`src/sv/prf_pkg.sv`:
```
`timescale 1ns / 1ps
// ----------------------------------------------------------------------------
// prf_pkg
// Shared types, sizes and byte arithmetic of the adaptive PNG row filter.
// ----------------------------------------------------------------------------
package prf_pkg;

    localparam int MAX_WIDTH   = 2048;
    localparam int COL_W       = $clog2(MAX_WIDTH);
    localparam int CFG_W       = 12;
    localparam int PIX_W       = 32;
    localparam int SCORE_W     = 21;
    localparam int COST_W      = 10;
    localparam int NUM_FILT    = 5;
    localparam int NUM_SLOTS   = 3;
    localparam int QUEUE_DEPTH = 4;
    localparam int QPTR_W      = $clog2(QUEUE_DEPTH);
    localparam int QCNT_W      = $clog2(QUEUE_DEPTH + 1);

    typedef enum logic [2:0] {
        FILT_NONE  = 3'd0,
        FILT_SUB   = 3'd1,
        FILT_UP    = 3'd2,
        FILT_AVG   = 3'd3,
        FILT_PAETH = 3'd4
    } filt_t;

    typedef enum logic [1:0] {
        SLOT0 = 2'd0,
        SLOT1 = 2'd1,
        SLOT2 = 2'd2
    } slot_t;

    // per-word control decided at the front
    typedef struct packed {
        logic drain;        // drain word, pixel bytes meaningless
        logic emit;         // a pixel of the previous row goes out
        logic row_first;
        logic row_last;
        logic image_final;
        logic restart;      // back to start-of-image state afterwards
    } prf_ctl_t;

    typedef struct packed {
        prf_ctl_t           ctl;
        logic [PIX_W-1:0]   px;    // incoming pixel
        logic [PIX_W-1:0]   up;    // previous row, same column (zero on first row)
        logic [PIX_W-1:0]   old;   // row before that, same column (or zero)
    } prf_item_t;

    function automatic slot_t slot_next(slot_t s);
        slot_t r;
        unique case (s)
            SLOT0:   r = SLOT1;
            SLOT1:   r = SLOT2;
            default: r = SLOT0;
        endcase
        return r;
    endfunction

    function automatic slot_t slot_prev(slot_t s);
        slot_t r;
        unique case (s)
            SLOT0:   r = SLOT2;
            SLOT1:   r = SLOT0;
            default: r = SLOT1;
        endcase
        return r;
    endfunction

    function automatic logic [7:0] paeth_byte(logic [7:0] a, logic [7:0] b, logic [7:0] c);
        logic signed [9:0] da;
        logic signed [9:0] db;
        logic signed [9:0] dc;
        logic [8:0]        pa;
        logic [8:0]        pb;
        logic [8:0]        pc;
        logic [7:0]        r;
        da = $signed({2'b00, b}) - $signed({2'b00, c});
        db = $signed({2'b00, a}) - $signed({2'b00, c});
        dc = $signed({2'b00, a}) + $signed({2'b00, b}) - $signed({1'b0, c, 1'b0});
        pa = da[9] ? 9'(-da) : da[8:0];
        pb = db[9] ? 9'(-db) : db[8:0];
        pc = dc[9] ? 9'(-dc) : dc[8:0];
        if (pa <= pb && pa <= pc)
            r = a;
        else if (pb <= pc)
            r = b;
        else
            r = c;
        return r;
    endfunction

    function automatic logic [PIX_W-1:0] filter_pix(filt_t t, logic [PIX_W-1:0] x,
                                                    logic [PIX_W-1:0] a, logic [PIX_W-1:0] b,
                                                    logic [PIX_W-1:0] c);
        logic [PIX_W-1:0] res;
        logic [7:0]       pred;
        logic [8:0]       sum;
        res = '0;
        for (int k = 0; k < 4; k++)
        begin
            sum = {1'b0, a[8*k +: 8]} + {1'b0, b[8*k +: 8]};
            unique case (t)
                FILT_SUB:   pred = a[8*k +: 8];
                FILT_UP:    pred = b[8*k +: 8];
                FILT_AVG:   pred = sum[8:1];
                FILT_PAETH: pred = paeth_byte(a[8*k +: 8], b[8*k +: 8], c[8*k +: 8]);
                default:    pred = 8'd0;
            endcase
            res[8*k +: 8] = x[8*k +: 8] - pred;
        end
        return res;
    endfunction

    // signed magnitude of each residual byte, summed
    function automatic logic [COST_W-1:0] pixel_cost(logic [PIX_W-1:0] px);
        logic [COST_W-1:0] s;
        logic [7:0]        v;
        s = '0;
        for (int k = 0; k < 4; k++)
        begin
            v = px[8*k +: 8];
            s = s + COST_W'(v[7] ? 8'(-v) : v);
        end
        return s;
    endfunction

endpackage

```
`src/sv/prf_queue.sv`:
```
`timescale 1ns / 1ps
// ----------------------------------------------------------------------------
// prf_queue
// Short FIFO between the classifying front and the filtering back.
// ----------------------------------------------------------------------------
module prf_queue (
    input  logic                         clk,
    input  logic                         rst_n,
    input  logic                         push_valid,
    input  prf_pkg::prf_item_t           push_item,
    input  logic                         pop,
    output logic                         pop_valid,
    output prf_pkg::prf_item_t           pop_item,
    output logic [prf_pkg::QCNT_W-1:0]   count
);

    prf_pkg::prf_item_t         mem_reg [prf_pkg::QUEUE_DEPTH];
    logic [prf_pkg::QPTR_W-1:0] wr_ptr_reg, rd_ptr_reg;
    logic [prf_pkg::QCNT_W-1:0] cnt_reg, cnt_next;
    logic                       do_pop;

    assign pop_valid = cnt_reg != '0;
    assign do_pop    = pop && pop_valid;
    assign pop_item  = mem_reg[rd_ptr_reg];
    assign count     = cnt_reg;

    always_comb
    begin
        cnt_next = cnt_reg;
        if (push_valid && !do_pop)
            cnt_next = cnt_reg + prf_pkg::QCNT_W'(1);
        else if (!push_valid && do_pop)
            cnt_next = cnt_reg - prf_pkg::QCNT_W'(1);
    end

    always_ff @(posedge clk or negedge rst_n)
    begin
        if (!rst_n)
        begin
            wr_ptr_reg <= '0;
            rd_ptr_reg <= '0;
            cnt_reg    <= '0;
        end
        else
        begin
            cnt_reg <= cnt_next;
            if (push_valid)
                wr_ptr_reg <= wr_ptr_reg + prf_pkg::QPTR_W'(1);
            if (do_pop)
                rd_ptr_reg <= rd_ptr_reg + prf_pkg::QPTR_W'(1);
        end
    end

    always_ff @(posedge clk)
    begin
        if (push_valid)
            mem_reg[wr_ptr_reg] <= push_item;
    end

endmodule

```
`config.mk`:
```
export PLATFORM = sky130hd
export DESIGN_NAME = prf_queue
export DESIGN_NICKNAME = d
export VERILOG_FILES = /design/src/sv/prf_pkg.sv /design/src/sv/prf_queue.sv
export SDC_FILE = /design/constraint.sdc
export NUM_CORES = 1
export LEC_CHECK = 0
export BUFFER_PORTS_ARGS = -buffer_cell sky130_fd_sc_hd__buf_4
export CORE_ASPECT_RATIO = 1.2
export CORE_UTILIZATION = 45
export CTS_CLUSTER_DIAMETER = 120
export DETAILED_ROUTE_END_ITERATION = 6
export PLACE_DENSITY = 0.65
export SYNTH_ARGS = -nofsm -noshare
export SYNTH_HDL_FRONTEND = slang
export SYNTH_SLANG_ARGS = --single-unit
```
`constraint.sdc`:
```
create_clock -name clk -period 4.5 [get_ports clk]
set_clock_uncertainty 0.15 [all_clocks]
set_input_delay 0 -clock clk [delete_from_list [all_inputs] [get_ports clk]]
set_output_delay 0 -clock clk [all_outputs]
set_load 0.03 [all_outputs]
```
# ---- Yosys cells after proc, flatten, opt, wreduce, memory -nomap -nowiden
# Memory sizes are Yosys's and may differ from the RTL's.
# Index checks and enable logic that the tools add are counted.
dict set report word_totals {
  regBits 7
  ram_bits 408
  output_inout_bits 106
  word_cells 19
  n_memories 1
}
dict set report op_classes {
  add_sub_neg 4
  muxes 4
  n_reduce_logical 7
}
# name depth word_bits read_ports rd_clocked_by_memory_dff wr line_no
set mem_list {}
lappend mem_list {mem_reg 4 102 1 0 1 prf_queue.sv:17} ;# prf_pkg::prf_item_t mem_reg [prf_pkg::QUEUE_DEPTH];
# cell n
set ops {}
lappend ops {{$mux 3} 2}
lappend ops {{$add 2x1->2 const B} 2}
lappend ops {{$add 3x1->3 const B} 1}
lappend ops {{$logic_and 1x1->1} 3}
lappend ops {{$reduce_bool 3->1} 1}
lappend ops {{$sub 3x1->3 const B} 1}
lappend ops {{$logic_not 1->1} 2}
lappend ops {{$mux 1} 2}
lappend ops {{$reduce_bool 2->1} 1}

# ---- Longest topological paths before layout
# Gate-level depths: netlist of run 1.
dict set report depth {
  word_depth 5
  ltp_mapped 8
  depth_no_buf 8
}

# ---- Worst setup path before layout of run 1
# No wires, ideal clock.
dict set report synth_timing {
  kind {register to register}
  start {register wr_ptr_reg[0] (netlist bit)}
  end {memory mem_reg[2][0] (netlist bit), enable pin}
  arrival_time_ns 2.976
  required_time_ns 3.878
  path_slack_ns 0.901
  path_stages_with_launch 4
  path_buffers 0
  synth_period_minus_slack_ns 3.599
  path_cell_list {dfrtp_1 > inv_1 > ha_1 > and2_1}
}
# item line_no
set synth_lines {}
lappend synth_lines {{start, declared} prf_queue.sv:18} ;# logic [prf_pkg::QPTR_W-1:0] wr_ptr_reg, rd_ptr_reg;
lappend synth_lines {{start signal, assigned} prf_queue.sv:48} ;# wr_ptr_reg <= wr_ptr_reg + prf_pkg::QPTR_W'(1);
lappend synth_lines {{end, declared} prf_queue.sv:17}
# Straight into the memory's write port.

==> results.json, run 1 <==
{
  "ys_ff_latch": 415,
  "async_flop_share": 0.0169,
  "grt_util_met2": 0.313,
  "critPathMaxFanout": 44,
  "setup_violations": 0,
  "numCtsBuffers": 40,
  "finalMaxSlewViolations": 0,
  "finalHoldViolCount": 0,
  "powerDensity_mw_per_mm2": 677,
  "io_pins": 212,
  "clockRootBuffer": "clkbuf_16",
  "antenna_found_initial": 1,
  "ant_nets": 0,
  "cts.repair.resized": 0,
  "grt_remaining_overflow": 0,
  "vias": 7051,
  "arrival_ns": 2.78,
  "post-route-period-util": 0.650,
  "synth_most_common_cell": "edfxtp_1",
  "worstPathRequired_ns": 4.35,
  "syn_avg_cell_area_um2": 26.8,
  "crit_path_start_kind": "flop",
  "routedWlPerCell_um": 21.2,
  "n_fill_cell": 2355,
  "syn-instance-count": 566,
  "die_area_mm2": 0.0344,
  "min_path_type": "in2reg",
  "io_buffer_count": 211,
  "clock-sinks": 415,
  "grt_use_met1": 0.209,
  "postCtsSetupBuffers": 0,
  "routed_wl_um": 29600,
  "synth_fp_nets": 678,
  "gp_congestion": 0.734,
  "post_synth_num_cell_types": 21,
  "core_area_mm2": 0.0332,
  "netlist_area_mm2": 0.0152,
  "rows": 73,
  "use_met3": 0.0341,
  "path_clk_slew_ns": 0.06,
  "cts_tree": "built",
  "setup-tns-final_ns": 0,
  "yosys.area.top_type": "edfxtp_1",
  "synth-edff-count": 408,
  "critical_path_class": "reg2out",
  "drtIter0Drc": 424,
  "drc": 0,
  "synth_top_area_share": 0.808,
  "ctsHoldBuffers": 106,
  "ys_top_cells_by_count": "408 x edfxtp_1, 102 x mux4_2, 8 x buf_2",
  "grt_max_degree": 70,
  "fin_ws_ns": 1.57,
  "final.min_clock_period_ns": 2.93,
  "area_growth_pct": 28.8,
  "viasPerCell": 5.06,
  "grt_setup_unrepaired": "no",
  "drive_gt1_frac": 0.413,
  "clock_latency_ns": 0.53,
  "drt_pre_antenna_iters": 4,
  "hpwl_um": 17700,
  "grt_pass1_wl_um": 44600,
  "track_usage": 0.175,
  "grt_pass1_vias": 7822,
  "htreeDepth": 2,
  "utilization": 0.589,
  "dieHeight_um": 203,
  "largest_register_ffs": 408,
  "ys_seq_area_frac": 0.820,
  "outcome": "complete, no violations",
  "clock.fmax_ghz": 0.342,
  "p_leak_nw": 6.73,
  "ys_warn_count": 0,
  "start_util": 0.457,
  "maxSlewHeadroom": 0.368,
  "drv_cap": 0,
  "dieWidth_um": 170,
  "peakVddDrop_v": 0.000497,
  "tightest_slew_ns": 0.948,
  "dp_worst_setup_slack_ns": 2.00,
  "nets": 1026,
  "synth.area.top_cells": "edfxtp_1 81%, mux4_2 15%, dfrtp_1 1.2%",
  "cp-end-kind": "primary output",
  "ys.flop_type": "edfxtp_1",
  "antennaDiodeCount": 0,
  "top_usage_layer": "met2",
  "clock_tree.buffer_depth": 3
}
[kinds of logic (layout without fill, tap and decap cells)]
logic type,after synthesis,after routing,synth area share
fa+ha+maj,6,6,0.00545
mux,103,103,0.152
buf+inv,26,404,0.0158
compound gates,1,1,0.000330
simple gates,9,9,0.00314
xor+xnor,6,6,0.00347
flops,415,415,0.820
[cell type report]
| type | count | area, um2 | share of cell area |
|---|---|---|---|
| clock inverters | 22 | 169 | 0.00865 |
| well taps | 450 | 563 | 0.0288 |
| repair buffers | 329 | 2760 | 0.141 |
| multi-input cells | 125 | 2510 | 0.128 |
| flip-flops and latches | 415 | 12400 | 0.637 |
| inverters | 3 | 11.3 | 0.000577 |
| clock buffers | 50 | 1080 | 0.0553 |
[cell usage in the layout (no fill, tap or decap), types with 3 or more instances in the layout]
cell,instances
mux4_2,102
edfxtp_1,408
dlygate4sd3_1,106
clkbuf_16,41
xor2_1,3
clkinv_2,10
ha_1,5
buf_4,221
clkinv_1,7
clkbuf_1,7
dfrtp_1,5
xnor2_1,3
inv_1,3
and2_4,4
[worst max-delay path: stages (launching register included)]
cell and delay (ns):
dfrtp_4 1.00, buf_4 0.45, mux4_2 0.57, buf_4 0.19
[path summary, 6_finish.rpt]
| check | from | to | slack (ns) | cells after the start |
|---|---|---|---|---|
| max | rd_ptr_reg[0] | pop_item[2] | 1.57 | 3 |
| min reg2reg | count[2] | count[2] | 0.36 | 1 |
| max reg2reg | wr_ptr_reg[0] | mem_reg[2][8] | 2.05 | 4 |
| min in group asynchronous | rst_n | rd_ptr_reg[1] | 0.32 | 3 |
| max in group asynchronous | rst_n | rd_ptr_reg[0] | 3.60 | 3 |
| min | push_item[86] | mem_reg[0][86] | 0.06 | 2 |
[per-layer routing]
| layer | routed length (um) | up-vias | part of all wire |
|---|---|---|---|
| li1 | - | 3137 | - |
| met1 | 11600 | 3662 | 0.39 |
| met2 | 15700 | 193 | 0.53 |
| met3 | 1310 | 57 | 0.044 |
| met4 | 918 | 2 | 0.031 |
| met5 | 10 | - | 0.00034 |
[power by group]
group          internal (W)  switching, W  leakage [nW]  total [W]
clock network       0.00182       0.00135         0.617    0.00317
logic               0.00194       0.00268          2.29    0.00462
registers           0.00506      0.000362          3.83    0.00542
total               0.00882       0.00439          6.73     0.0132
[stage by stage]
stage / power [W] / instance area [um2] / instances / hold WS, ns
after CTS: 0.0134 / 19500 / 1394 / 0.0362
final: 0.0132 / 19500 / 1394 / 0.0605
after floorplan: 0.00862 / 15200 / 566 / -0.446
after global routing: 0.0138 / 19500 / 1394 / 0.0554
after global placement: 0.0101 / 17200 / 1216 / -0.332
after detailed placement: 0.0101 / 17200 / 1216 / -0.326
No activity file was read; power rests on OpenSTA's default activity.
==> run 2, diff against run 1 <==
PLACE_DENSITY = 0.68   (was 0.65)
clock period = 2.5 ns   (was 4.5 ns; I/O delays follow)
==> results.json, run 2 (same netlist as run 1, synthesis figures left out) <==
{
  "clock_tree.buffer_depth": 3,
  "p_sw_frac": 0.323,
  "area_growth_pct": 31.3,
  "arrival_ns": 2.65,
  "hold_depth": 2,
  "cts_tree": "built",
  "p_leak_nw": 6.90,
  "min_to": "mem_reg[0][3]",
  "track_usage": 0.174,
  "peakVddDrop_v": 0.000783,
  "io_buffer_count": 211,
  "grt_pass1_vias": 7817,
  "worstPathRequired_ns": 2.80,
  "timing.rr.end": "count[2]",
  "antenna_found_initial": 1,
  "drv_cap": 0,
  "regToRegSetupSlack_ns": 0.15,
  "path_clk_slew_ns": 0.06,
  "die_area_mm2": 0.0344,
  "outcome": "complete, no violations",
  "clock-sinks": 415,
  "drc": 0,
  "grt_setup_unrepaired": "no",
  "dieHeight_um": 203,
  "powerDensity_mw_per_mm2": 1230,
  "largest_register_ffs": 408,
  "r2r-start": "count[0]",
  "start_util": 0.457,
  "grt_remaining_overflow": 0,
  "io_pins": 212,
  "gp_congestion": 0.720,
  "finalMaxSlewViolations": 0,
  "final.min_clock_period_ns": 2.35,
  "pwr-share-seq": 0.385,
  "numCtsBuffers": 41,
  "p_int_w": 0.0166,
  "setup-tns-final_ns": 0,
  "drt_pre_antenna_iters": 4,
  "finalHoldViolCount": 0,
  "crit_path_start_kind": "flop",
  "dieWidth_um": 170,
  "grt_max_degree": 53,
  "htreeDepth": 2,
  "power_frac_clock": 0.252,
  "total_power_w": 0.0245,
  "vias": 7138,
  "drive_gt1_frac": 0.421,
  "clock_latency_ns": 0.53,
  "hpwl_um": 17100,
  "cp-end-kind": "flop",
  "ant_nets": 0,
  "most-common-layout-cells": "408 x edfxtp_1, 224 x buf_4, 106 x dlygate4sd3_1",
  "final_common_cell": "edfxtp_1",
  "routedWlPerCell_um": 20.4,
  "hold_path_startpoint": "push_item[3]",
  "rr_worst_depth": 8,
  "switchingPower_w": 0.00793,
  "critPathMaxFanout": 4,
  "setup_violations": 0,
  "maxSlewHeadroom": 0.700,
  "rows": 73,
  "grt_pass1_wl_um": 44500,
  "clockRootBuffer": "clkbuf_16",
  "viasPerCell": 5.05,
  "pwr-share-comb": 0.363,
  "post-route-period-util": 0.940,
  "min_path_type": "in2reg",
  "routed_wl_um": 28900,
  "drtIter0Drc": 398,
  "nets": 1042,
  "core_area_mm2": 0.0332,
  "clock.fmax_ghz": 0.425,
  "tightest_slew_ns": 0.450,
  "critical_path_class": "reg2reg"
}
[run 2: cell types whose count changed in the layout (fill, tap and decap cells not counted), moves of 2 or more]
cell       delta
clkbuf_1      +4
buf_4         +3
bufinv_16     +3
clkbuf_16     +2
buf_12       +12
clkinv_2      -5
[run 2: how the worst max path moves through the flow]
stage | end | slack (ns) | cells after the start | startpoint
global placement | count[2] | 0.27 | 8 | count[0]
detailed placement | count[2] | 0.19 | 8 | count[0]
floorplan | count[2] | 0.02 | 8 | count[0]
finish | count[2] | 0.15 | 8 | count[0]
CTS | pop_item[100] | 0.13 | 3 | rd_ptr_reg[0]
global route | count[2] | 0.06 | 8 | count[0]
[run 2: metrics by stage]
step / util / std cells / instance area (um2) / setup WS, ns / hold slack [ns]
after global routing: 0.600 / 1413 / 19900 / 0.0571 / 0.0448
after CTS: 0.600 / 1413 / 19900 / 0.132 / 0.0306
after global placement: 0.527 / 1229 / 17500 / 0.273 / -0.323
after detailed placement: 0.527 / 1229 / 17500 / 0.193 / -0.319
final: 0.601 / 1414 / 19900 / 0.149 / 0.0592
after floorplan: - / 566 / 15200 / 0.0232 / -0.446
[run 2: worst max-delay path, stage by stage (launching register included)]
cell,delay [ns]
dfrtp_1,0.43
or3_1,0.43
nand2_1,0.13
ha_1,0.22
inv_1,0.07
fa_1,0.39
xor2_1,0.18
nor2_1,0.12
xor2_1,0.15
[run 2: timing repair]
| action | CTS | global route |
|---|---|---|
| setup buffers | 2 | 0 |
| hold buffers | 106 | 0 |
| hold endpoints to repair | 474 | 0 |
| gates resized for setup | 0 | 0 |
| setup endpoints to repair | 4 | 0 |
[run 2: final cells by class]
type | count | area [um2]
Clock inverter | 20 | 225
Tap cell | 450 | 563
Fill cell | 2296 | 13200
Inverter | 3 | 11.3
Multi-Input combinational cell | 125 | 2510
Clock buffer | 56 | 1140
Antenna cell | 1 | 2.50
Timing Repair Buffer | 344 | 3020
Sequential cell | 415 | 12400
[run 2: power groups by stage]
stage / Combinational, W / Sequential [W] / Clock, W
floorplan: 0.00591 / 0.00952 / 0
global placement: 0.00885 / 0.00956 / 0
detailed placement: 0.00887 / 0.00964 / 0
CTS: 0.00910 / 0.00946 / 0.00632
global route: 0.00945 / 0.00955 / 0.00657
finish: 0.00892 / 0.00944 / 0.00618
[run 2: metal layers]
layer | GRT usage | wire [um]
met1 | 0.215 | 11600
met2 | 0.303 | 15200
met5 | 0 | 0
met3 | 0.0404 | 1560
met4 | 0.0515 | 554
