[config.mk]
export PLATFORM = sky130hd
export DESIGN_NAME = prf_back
export DESIGN_NICKNAME = d
export VERILOG_FILES = /design/src/sv/prf_pkg.sv /design/src/sv/prf_back.sv
export SDC_FILE = /design/constraint.sdc
export NUM_CORES = 2
export LEC_CHECK = 0
export ABC_AREA = 0
export BUFFER_PORTS_ARGS = -buffer_cell sky130_fd_sc_hd__buf_2
export CAP_MARGIN = 20
export CORE_UTILIZATION = 61
export CTS_CLUSTER_DIAMETER = 30
export DETAILED_ROUTE_END_ITERATION = 12
export GPL_TIMING_DRIVEN = 1
export HOLD_SLACK_MARGIN = 0.1
export PLACE_DENSITY = 0.78
export SYNTH_ARGS = -nofsm -noshare
export SYNTH_HDL_FRONTEND = slang
export SYNTH_SLANG_ARGS = --single-unit
[constraint.sdc]
create_clock -name clk -period 69.9 [get_ports clk]
set_input_delay 13.98 -clock clk [delete_from_list [all_inputs] [get_ports clk]]
set_output_delay 13.98 -clock clk [all_outputs]
set_load 0.05 [all_outputs]
[src/sv/prf_pkg.sv]
`timescale 1ns / 1ps
// ----------------------------------------------------------------------------
// prf_pkg
// Shared types, sizes and byte arithmetic of the adaptive PNG row filter.
// ----------------------------------------------------------------------------
package prf_pkg;

    localparam int MAX_WIDTH   = 2048;
    localparam int COL_W       = $clog2(MAX_WIDTH);
    localparam int CFG_W       = 12;
    localparam int PIX_W       = 32;
    localparam int SCORE_W     = 21;
    localparam int COST_W      = 10;
    localparam int NUM_FILT    = 5;
    localparam int NUM_SLOTS   = 3;
    localparam int QUEUE_DEPTH = 4;
    localparam int QPTR_W      = $clog2(QUEUE_DEPTH);
    localparam int QCNT_W      = $clog2(QUEUE_DEPTH + 1);

    typedef enum logic [2:0] {
        FILT_NONE  = 3'd0,
        FILT_SUB   = 3'd1,
        FILT_UP    = 3'd2,
        FILT_AVG   = 3'd3,
        FILT_PAETH = 3'd4
    } filt_t;

    typedef enum logic [1:0] {
        SLOT0 = 2'd0,
        SLOT1 = 2'd1,
        SLOT2 = 2'd2
    } slot_t;

    // per-word control decided at the front
    typedef struct packed {
        logic drain;        // drain word, pixel bytes meaningless
        logic emit;         // a pixel of the previous row goes out
        logic row_first;
        logic row_last;
        logic image_final;
        logic restart;      // back to start-of-image state afterwards
    } prf_ctl_t;

    typedef struct packed {
        prf_ctl_t           ctl;
        logic [PIX_W-1:0]   px;    // incoming pixel
        logic [PIX_W-1:0]   up;    // previous row, same column (zero on first row)
        logic [PIX_W-1:0]   old;   // row before that, same column (or zero)
    } prf_item_t;

    function automatic slot_t slot_next(slot_t s);
        slot_t r;
        unique case (s)
            SLOT0:   r = SLOT1;
            SLOT1:   r = SLOT2;
            default: r = SLOT0;
        endcase
        return r;
    endfunction

    function automatic slot_t slot_prev(slot_t s);
        slot_t r;
        unique case (s)
            SLOT0:   r = SLOT2;
            SLOT1:   r = SLOT0;
            default: r = SLOT1;
        endcase
        return r;
    endfunction

    function automatic logic [7:0] paeth_byte(logic [7:0] a, logic [7:0] b, logic [7:0] c);
        logic signed [9:0] da;
        logic signed [9:0] db;
        logic signed [9:0] dc;
        logic [8:0]        pa;
        logic [8:0]        pb;
        logic [8:0]        pc;
        logic [7:0]        r;
        da = $signed({2'b00, b}) - $signed({2'b00, c});
        db = $signed({2'b00, a}) - $signed({2'b00, c});
        dc = $signed({2'b00, a}) + $signed({2'b00, b}) - $signed({1'b0, c, 1'b0});
        pa = da[9] ? 9'(-da) : da[8:0];
        pb = db[9] ? 9'(-db) : db[8:0];
        pc = dc[9] ? 9'(-dc) : dc[8:0];
        if (pa <= pb && pa <= pc)
            r = a;
        else if (pb <= pc)
            r = b;
        else
            r = c;
        return r;
    endfunction

    function automatic logic [PIX_W-1:0] filter_pix(filt_t t, logic [PIX_W-1:0] x,
                                                    logic [PIX_W-1:0] a, logic [PIX_W-1:0] b,
                                                    logic [PIX_W-1:0] c);
        logic [PIX_W-1:0] res;
        logic [7:0]       pred;
        logic [8:0]       sum;
        res = '0;
        for (int k = 0; k < 4; k++)
        begin
            sum = {1'b0, a[8*k +: 8]} + {1'b0, b[8*k +: 8]};
            unique case (t)
                FILT_SUB:   pred = a[8*k +: 8];
                FILT_UP:    pred = b[8*k +: 8];
                FILT_AVG:   pred = sum[8:1];
                FILT_PAETH: pred = paeth_byte(a[8*k +: 8], b[8*k +: 8], c[8*k +: 8]);
                default:    pred = 8'd0;
            endcase
            res[8*k +: 8] = x[8*k +: 8] - pred;
        end
        return res;
    endfunction

    // signed magnitude of each residual byte, summed
    function automatic logic [COST_W-1:0] pixel_cost(logic [PIX_W-1:0] px);
        logic [COST_W-1:0] s;
        logic [7:0]        v;
        s = '0;
        for (int k = 0; k < 4; k++)
        begin
            v = px[8*k +: 8];
            s = s + COST_W'(v[7] ? 8'(-v) : v);
        end
        return s;
    endfunction

endpackage

[src/sv/prf_back.sv]
`timescale 1ns / 1ps
// ----------------------------------------------------------------------------
// prf_back
// Filtering side: residuals under all five filters, pixel costs, running
// scores with row-end choice, and the output register.
// ----------------------------------------------------------------------------
module prf_back (
    input  logic                         clk,
    input  logic                         rst_n,
    input  logic                         q_valid,
    input  prf_pkg::prf_item_t           q_item,
    output logic                         q_pop,
    output logic                         m_axis_tvalid,
    input  logic                         m_axis_tready,
    output logic [prf_pkg::PIX_W-1:0]    m_axis_tdata,  // out0, out1, out2, out3
    output logic [5:0]                   m_axis_tuser,  // out_valid, filter_type[2:0],
                                                        // row_first, image_final
    output logic                         m_axis_tlast   // row_final
);

    logic en;

    // stage 1: residuals
    logic                      s1_vld_reg;
    prf_pkg::prf_ctl_t         s1_ctl_reg;
    logic [prf_pkg::PIX_W-1:0] s1_pix_reg  [prf_pkg::NUM_FILT];
    logic [prf_pkg::PIX_W-1:0] s1_emit_reg [prf_pkg::NUM_FILT];
    logic [prf_pkg::PIX_W-1:0] left_reg, up_left_reg, eleft_reg, eup_left_reg;

    // stage 2: costs
    logic                       s2_vld_reg;
    prf_pkg::prf_ctl_t          s2_ctl_reg;
    logic [prf_pkg::COST_W-1:0] s2_cost_reg [prf_pkg::NUM_FILT];
    logic [prf_pkg::PIX_W-1:0]  s2_emit_reg [prf_pkg::NUM_FILT];

    // stage 3: scores and output
    logic [prf_pkg::SCORE_W-1:0] score_reg  [prf_pkg::NUM_FILT];
    logic [prf_pkg::SCORE_W-1:0] score_next [prf_pkg::NUM_FILT];
    prf_pkg::filt_t              emit_filter_reg;
    prf_pkg::filt_t              best;
    logic [prf_pkg::PIX_W-1:0]   emit_sel;

    logic                      out_vld_reg;
    logic [prf_pkg::PIX_W-1:0] out_data_reg;
    logic [5:0]                out_user_reg;
    logic                      out_last_reg;

    assign en    = !out_vld_reg || m_axis_tready;
    assign q_pop = en;

    always_ff @(posedge clk or negedge rst_n)
    begin
        if (!rst_n)
        begin
            s1_vld_reg      <= 1'b0;
            s2_vld_reg      <= 1'b0;
            out_vld_reg     <= 1'b0;
            left_reg        <= '0;
            up_left_reg     <= '0;
            eleft_reg       <= '0;
            eup_left_reg    <= '0;
            emit_filter_reg <= prf_pkg::FILT_NONE;
            for (int t = 0; t < prf_pkg::NUM_FILT; t++)
                score_reg[t] <= '0;
        end
        else if (en)
        begin
            s1_vld_reg  <= q_valid;
            s2_vld_reg  <= s1_vld_reg;
            out_vld_reg <= s2_vld_reg;
            if (q_valid)
            begin
                if (q_item.ctl.row_last || q_item.ctl.restart)
                begin
                    left_reg     <= '0;
                    up_left_reg  <= '0;
                    eleft_reg    <= '0;
                    eup_left_reg <= '0;
                end
                else
                begin
                    left_reg    <= q_item.ctl.drain ? '0 : q_item.px;
                    up_left_reg <= q_item.ctl.drain ? '0 : q_item.up;
                    if (q_item.ctl.emit)
                    begin
                        eleft_reg    <= q_item.up;
                        eup_left_reg <= q_item.old;
                    end
                end
            end
            if (s2_vld_reg)
            begin
                // best at non-drain row end; scores zeroed at row end or drain
                for (int t = 0; t < prf_pkg::NUM_FILT; t++)
                    score_reg[t] <= (s2_ctl_reg.drain || s2_ctl_reg.row_last) ? '0
                                                                             : score_next[t];
                if (s2_ctl_reg.restart)
                    emit_filter_reg <= prf_pkg::FILT_NONE;
                else if (s2_ctl_reg.row_last && !s2_ctl_reg.drain)
                    emit_filter_reg <= best;
            end
        end
    end

    always_ff @(posedge clk)
    begin
        if (en)
        begin
            s1_ctl_reg <= q_item.ctl;
            for (int t = 0; t < prf_pkg::NUM_FILT; t++)
            begin
                s1_pix_reg[t]  <= prf_pkg::filter_pix(prf_pkg::filt_t'(t), q_item.px,
                                                      left_reg, q_item.up, up_left_reg);
                s1_emit_reg[t] <= prf_pkg::filter_pix(prf_pkg::filt_t'(t), q_item.up,
                                                      eleft_reg, q_item.old, eup_left_reg);
            end
            s2_ctl_reg <= s1_ctl_reg;
            for (int t = 0; t < prf_pkg::NUM_FILT; t++)
            begin
                s2_cost_reg[t] <= prf_pkg::pixel_cost(s1_pix_reg[t]);
                s2_emit_reg[t] <= s1_emit_reg[t];
            end
            if (s2_ctl_reg.emit)
            begin
                out_data_reg <= emit_sel;
                out_user_reg <= {s2_ctl_reg.image_final, s2_ctl_reg.row_first,
                                 emit_filter_reg, 1'b1};
                out_last_reg <= s2_ctl_reg.row_last;
            end
            else
            begin
                out_data_reg <= '0;
                out_user_reg <= '0;
                out_last_reg <= 1'b0;
            end
        end
    end

    always_comb
    begin
        for (int t = 0; t < prf_pkg::NUM_FILT; t++)
            score_next[t] = s2_ctl_reg.drain ? score_reg[t]
                          : score_reg[t] + prf_pkg::SCORE_W'(s2_cost_reg[t]);
        // strict compare keeps the lower type on a tie
        best = prf_pkg::FILT_NONE;
        for (int t = 1; t < prf_pkg::NUM_FILT; t++)
            if (score_next[t] < score_next[best])
                best = prf_pkg::filt_t'(t);
    end

    always_comb
    begin
        unique case (emit_filter_reg)
            prf_pkg::FILT_SUB:   emit_sel = s2_emit_reg[1];
            prf_pkg::FILT_UP:    emit_sel = s2_emit_reg[2];
            prf_pkg::FILT_AVG:   emit_sel = s2_emit_reg[3];
            prf_pkg::FILT_PAETH: emit_sel = s2_emit_reg[4];
            default:             emit_sel = s2_emit_reg[0];
        endcase
    end

    assign m_axis_tvalid = out_vld_reg;
    assign m_axis_tdata  = out_data_reg;
    assign m_axis_tuser  = out_user_reg;
    assign m_axis_tlast  = out_last_reg;

endmodule

* Word level (Yosys, flattened, before mapping) *
Memories as Yosys holds them, arrays and structs flattened.
Cells that the tools add are included.

word-level totals
  memories kept = 4
  memory bits (writable) = 530
  output and inout port bits = 41
  flip-flop bits (word level) = 290
  input bits = 106

cells by class
  equal/unequal tests = 4
  bitwise logic cells = 3
  muxes and demuxes = 130
  magnitude comparators = 31
  add/sub/neg operators = 144
  reduce and logical (&&, ||, !) cells = 20

memories
  name         words  bits a word  read ports  clocked after memory_dff  wr ports  RTL line        text
  s1_emit_reg  5      32           5           0                         5         prf_back.sv:27  logic [prf_pkg::PIX_W-1:0] s1_emit_reg [prf_pkg::NUM_FILT];
  s1_pix_reg   5      32           5           0                         5         prf_back.sv:26  logic [prf_pkg::PIX_W-1:0] s1_pix_reg [prf_pkg::NUM_FILT];
  s2_emit_reg  5      32           5           0                         5         prf_back.sv:34  logic [prf_pkg::PIX_W-1:0] s2_emit_reg [prf_pkg::NUM_FILT];
  s2_cost_reg  5      10           5           0                         5         prf_back.sv:33  logic [prf_pkg::COST_W-1:0] s2_cost_reg [prf_pkg::NUM_FILT];

operator list
  kind                  number
  $mux W8               69
  $mux W21              16
  $sub A8 B8 Y8         40
  $mux W32              8
  $le A9 B9 Y1          24
  $mux W9               24
  $neg A9 Y9            24
  $add A8 B8 Y9         21
  $bmux W21 S3          3
  $neg A8 Y8            20
  $sub A8 B8 Y9         16
  $pmux W32 S4          1
  $add A21 B10 Y21      5
  $lt A21 B21 Y1        4
  $sub A9 B9 Y10        8
  $add A10 B8 Y10       5
  $add A9 B8 Y10        5
  $mux W3               5
  $ge A4 B4 Y1 const B  3
  $not A3 Y4            3
  $logic_and A1 B1 Y1   9
  $eq A3 B2 Y1 const B  2
  $reduce_and A3 Y1     2
  $mux W1               4
  6 further kinds       11

* Depth between registers and ports, before layout *
An unclocked memory read counts as a cell.

  depth in word-level cells = 25
  depth in mapped cells = 51
  depth with buffers taken out = 49

* Worst setup path before layout *
OpenSTA, ideal clock, no wires.

  path type = input port to output port
  start point = in m_axis_tready
  end point = out q_pop
  stages = 2
  arrival time = 30265 ps
  data required time = 55920 ps
  path slack = 25655 ps
  cells stage by stage = nand2b_1 clkbuf_1

on the way
  cells in the longest elaborated chain, start to end = 1

ends and longest elaborated chain
  element             RTL line        text
  start: declaration  prf_back.sv:14  input logic m_axis_tready,
  $logic_or A1 B1 Y1  prf_back.sv:48  assign en = !out_vld_reg || m_axis_tready;
  end: declaration    prf_back.sv:12  output logic q_pop,

No other way between the ends.

* Worst setup path after layout *
Same ends and word-level chain as after synthesis.

==> flow_metrics.py <==
metrics = {
    "final_layout": {
        "final_cells": 8743,
        "number_of_nets_at_the_end_of_the_flow": 8297,
        "layout-drive-gt1-share": 0.0766,
        "layout.cells.most_common": "sky130_fd_sc_hd__ha_1",
        "area_growth_pct": 13.2,
        "layout.cells.most_common_list": "sky130_fd_sc_hd__ha_1, sky130_fd_sc_hd__inv_1, sky130_fd_sc_hd__edfxtp_1",
    },
    "drt": {
        "drt_first_pass_iters": 8,
        "postRouteAntennaNets": 0,
        "drt_iter0_drc": 3844,
        "detailroute.via_count": 52000,
        "drt_drc_violations_left": 0,
        "route.detailed.wl_per_inst_um": 20.2,
        "totalWireLength_um": 176000,
        "post_drt_via_cell_ratio": 5.94,
    },
    "hold_path": {
        "min-delay-path-class": "flop to flop",
    },
    "place": {
        "dpl_worst_slack_ns": 40.93,
        "port_buffers": 146,
        "detailed_place_hpwl_um": 131000,
        "finalWeightedCongestion": 0.935,
        "placed_cells": 8388,
    },
    "synthesis": {
        "synth-simple-area-share": 0.0980,
        "synth.area.mux_share": 0.0198,
        "post_synthesis_adder_cell_area_fraction": 0.225,
        "yosysSeqAreaShare": 0.344,
        "synthesis.instances": 6859,
        "ys_seq_elements": 820,
        "post_synth_edffs": 581,
        "ys_types": 75,
        "syn_avg_cell_area_sq_um": 9.92,
        "main_combinational_cell_family_by_area_after_synthesis": "adder cells",
        "ys_async_sr_fraction": 0.291,
        "synth-warning-count": 0,
        "synthesis.area_sq_um": 68000,
        "yosys_most_used_dff": "sky130_fd_sc_hd__edfxtp_1",
        "syn-num-nets": 8069,
        "yosys.area_share.xor_xnor": 0.104,
        "compound_gate_fraction_of_synth_area": 0.160,
    },
    "setup_path": {
        "slowest_delay_ns": 0.50,
        "worstPathMaxFanout": 43,
        "critical-path-top-cell-by-count": "sky130_fd_sc_hd__buf_2",
        "cpLargestDelayFamily": "simple AND/OR/NAND/NOR gates",
        "critical_path_class": "input pin to output port",
        "endpoint_required_time_on_the_critical_path_ns": 55.92,
        "endpoint_kind": "output port",
        "cpMaxStageDelayCell": "sky130_fd_sc_hd__nand2b_4",
        "startpoint_type": "input pin",
        "cp.arrival_ns": 14.94,
        "path_cells": "buf_2, nand2b_4, buf_2",
        "cp_num_buf_inv": 2,
    },
    "die": {
        "design.portCount": 147,
        "die_area_sq_um": 113000,
        "design.core.area_sq_um": 111000,
        "initial_cell_density_of_the_core": 0.615,
        "die_h_um": 336,
        "die_w_um": 336,
        "placementRows": 122,
    },
    "timing": {
        "fin_crit_sh": 0.414,
        "timing.max_slew.rel_slack": 0.278,
        "skew_ns": 0.0541,
        "final_report_hold_violation_count": 0,
        "fmaxAchievable_mhz": 34.6,
        "worst-slew-pin-transition_ns": 1.08,
        "final_setup_violation_count": 0,
        "maxSlewViolCount": 0,
        "fin_setup_tns_ns": 0,
        "rsz0062_at_grt": "false",
        "finalWorstSetupSlack_ns": 40.98,
        "period_needed_ns": 28.92,
    },
    "cts": {
        "post_cts_resize_count": 0,
        "clock_sink_count": 820,
        "hold_buffers": 0,
        "post-cts-setup-buffer-count": 0,
        "max-clock-path-buffers": 3,
        "clk_latency_ns": 0.82,
        "htree_levels": 4,
        "clk_slew_on_worst_s_h_paths_ns": 0.05,
        "tritoncts_clock_tree": "built",
        "root_buffer": "sky130_fd_sc_hd__clkbuf_16",
        "numCtsBuffers": 183,
    },
    "flow_run": {
        "timing.max_cap.violations": 0,
    },
    "grt": {
        "grt_start_max_net_pins": 187,
        "grt_util_all_layers": 0.314,
        "first_global_vias": 52500,
        "number_of_antenna_violations_at_the_first_check_in_global_routing": 13,
        "global_route.overflow_total": 0,
        "grt_first_pass_wirelength_um": 277000,
    },
    "run_status": {
        "outcome": "completed",
    },
}
==> routing by layer <==
layer	wire length (um)	GRT usage
met5	68	0
met4	8610	0.160
met2	84400	0.527
met1	71900	0.389
met3	11300	0.0521
==> final timing paths <==
check,from,endpoint,slack (ns),cells after the start
max,m_axis_tready,q_pop,40.98,3
min,s1_emit_reg[0][43]$_DFFE_PN_,s2_emit_reg[0][43]$_DFFE_PN_,0.39,0
max reg2reg,score_reg[63]$_DFFE_PN0P_,emit_filter_reg[1]$_DFFE_PN0P_,57.02,47
min reg2reg,s1_emit_reg[0][43]$_DFFE_PN_,s2_emit_reg[0][43]$_DFFE_PN_,0.39,0
max in group asynchronous,rst_n,eup_left_reg[14]$_DFFE_PN0P_,54.69,3
min in group asynchronous,rst_n,score_reg[16]$_DFFE_PN0P_,13.21,1
==> per-stage QoR <==
stage	hold WS, ns	area [sq um]	utilization
3_5_place_dp	0.405	70400	0.636
5_1_grt	0.412	77000	0.695
3_3_place_gp	0.400	70400	0.636
4_1_cts	0.400	76900	0.695
2_1_floorplan	0.400	68000	-
6_report	0.394	77000	0.695
==> cells by family after synthesis <==
kind of cell | after synthesis
AOI/OAI and AO/OA | 1715
xor gates and xnor gates | 808
adders and majority gates | 1104
buffers and inverters | 889
DFF | 820
muxes | 129
and+or+nand+nor | 1394
==> synthesized netlist by cell type (6+ instances only) <==
master / instances / area (sq um)
sky130_fd_sc_hd__xor2_1: 295 / 2580
sky130_fd_sc_hd__o211ai_1: 23 / 173
sky130_fd_sc_hd__nor3_1: 38 / 190
sky130_fd_sc_hd__xnor2_1: 513 / 4490
sky130_fd_sc_hd__ha_1: 907 / 11300
sky130_fd_sc_hd__inv_1: 753 / 2830
sky130_fd_sc_hd__nor2b_1: 89 / 557
sky130_fd_sc_hd__or2_2: 11 / 68.8
sky130_fd_sc_hd__clkbuf_1: 124 / 465
sky130_fd_sc_hd__edfxtp_1: 581 / 17400
sky130_fd_sc_hd__a211oi_1: 21 / 158
sky130_fd_sc_hd__a22oi_1: 65 / 488
sky130_fd_sc_hd__nand3b_1: 17 / 128
sky130_fd_sc_hd__nand4_1: 50 / 313
sky130_fd_sc_hd__o41ai_1: 29 / 254
sky130_fd_sc_hd__and4_1: 6 / 52.6
sky130_fd_sc_hd__a211o_1: 12 / 105
sky130_fd_sc_hd__nor3b_1: 6 / 45.0
sky130_fd_sc_hd__and2_1: 24 / 150
sky130_fd_sc_hd__o31ai_1: 64 / 480
sky130_fd_sc_hd__o21bai_1: 159 / 1190
sky130_fd_sc_hd__o21ai_1: 7 / 35.0
sky130_fd_sc_hd__a21oi_1: 482 / 2410
sky130_fd_sc_hd__or4_1: 31 / 233
sky130_fd_sc_hd__nor2_1: 268 / 1010
sky130_fd_sc_hd__mux2i_1: 91 / 911
sky130_fd_sc_hd__buf_1: 7 / 26.3
sky130_fd_sc_hd__and3_1: 26 / 163
sky130_fd_sc_hd__nand2_1: 549 / 2060
sky130_fd_sc_hd__a22o_1: 76 / 666
sky130_fd_sc_hd__mux2_2: 32 / 360
sky130_fd_sc_hd__dfrtp_1: 239 / 5980
sky130_fd_sc_hd__nand3_1: 67 / 335
sky130_fd_sc_hd__fa_1: 197 / 3940
sky130_fd_sc_hd__a21o_1: 246 / 1850
sky130_fd_sc_hd__nand2b_1: 133 / 832
sky130_fd_sc_hd__o21ai_0: 395 / 1980
sky130_fd_sc_hd__o21a_1: 51 / 383
sky130_fd_sc_hd__or3_1: 35 / 219
sky130_fd_sc_hd__a31oi_1: 44 / 275
sky130_fd_sc_hd__nor4_1: 36 / 225
==> worst reg2reg max path: cells and delay by family, from the launching register on <==
family / cells / cell delay, ns
AOI/OAI and AO/OA: 21 / 5.37
buffers and inverters: 5 / 1.28
DFF: 1 / 0.41
muxes: 3 / 1.34
adders and majority gates: 6 / 1.76
and+or+nand+nor: 11 / 2.35
xor gates and xnor gates: 1 / 0.26
==> final cells by class <==
cell class                 instances  area [sq um]
multi-input combinational       5150         41300
fill                            7991         33700
sequential                       820         23400
clock buffer                     210          4780
inverter                         754          2830
tap                             1488          1860
clock inverter                   135          1710
timing repair buffer             178          1020
antenna                            8          20.0
Power is left out: the tool's default activity adds up to more than one toggle a clock period on the data nets, which glitch-free logic cannot reach.
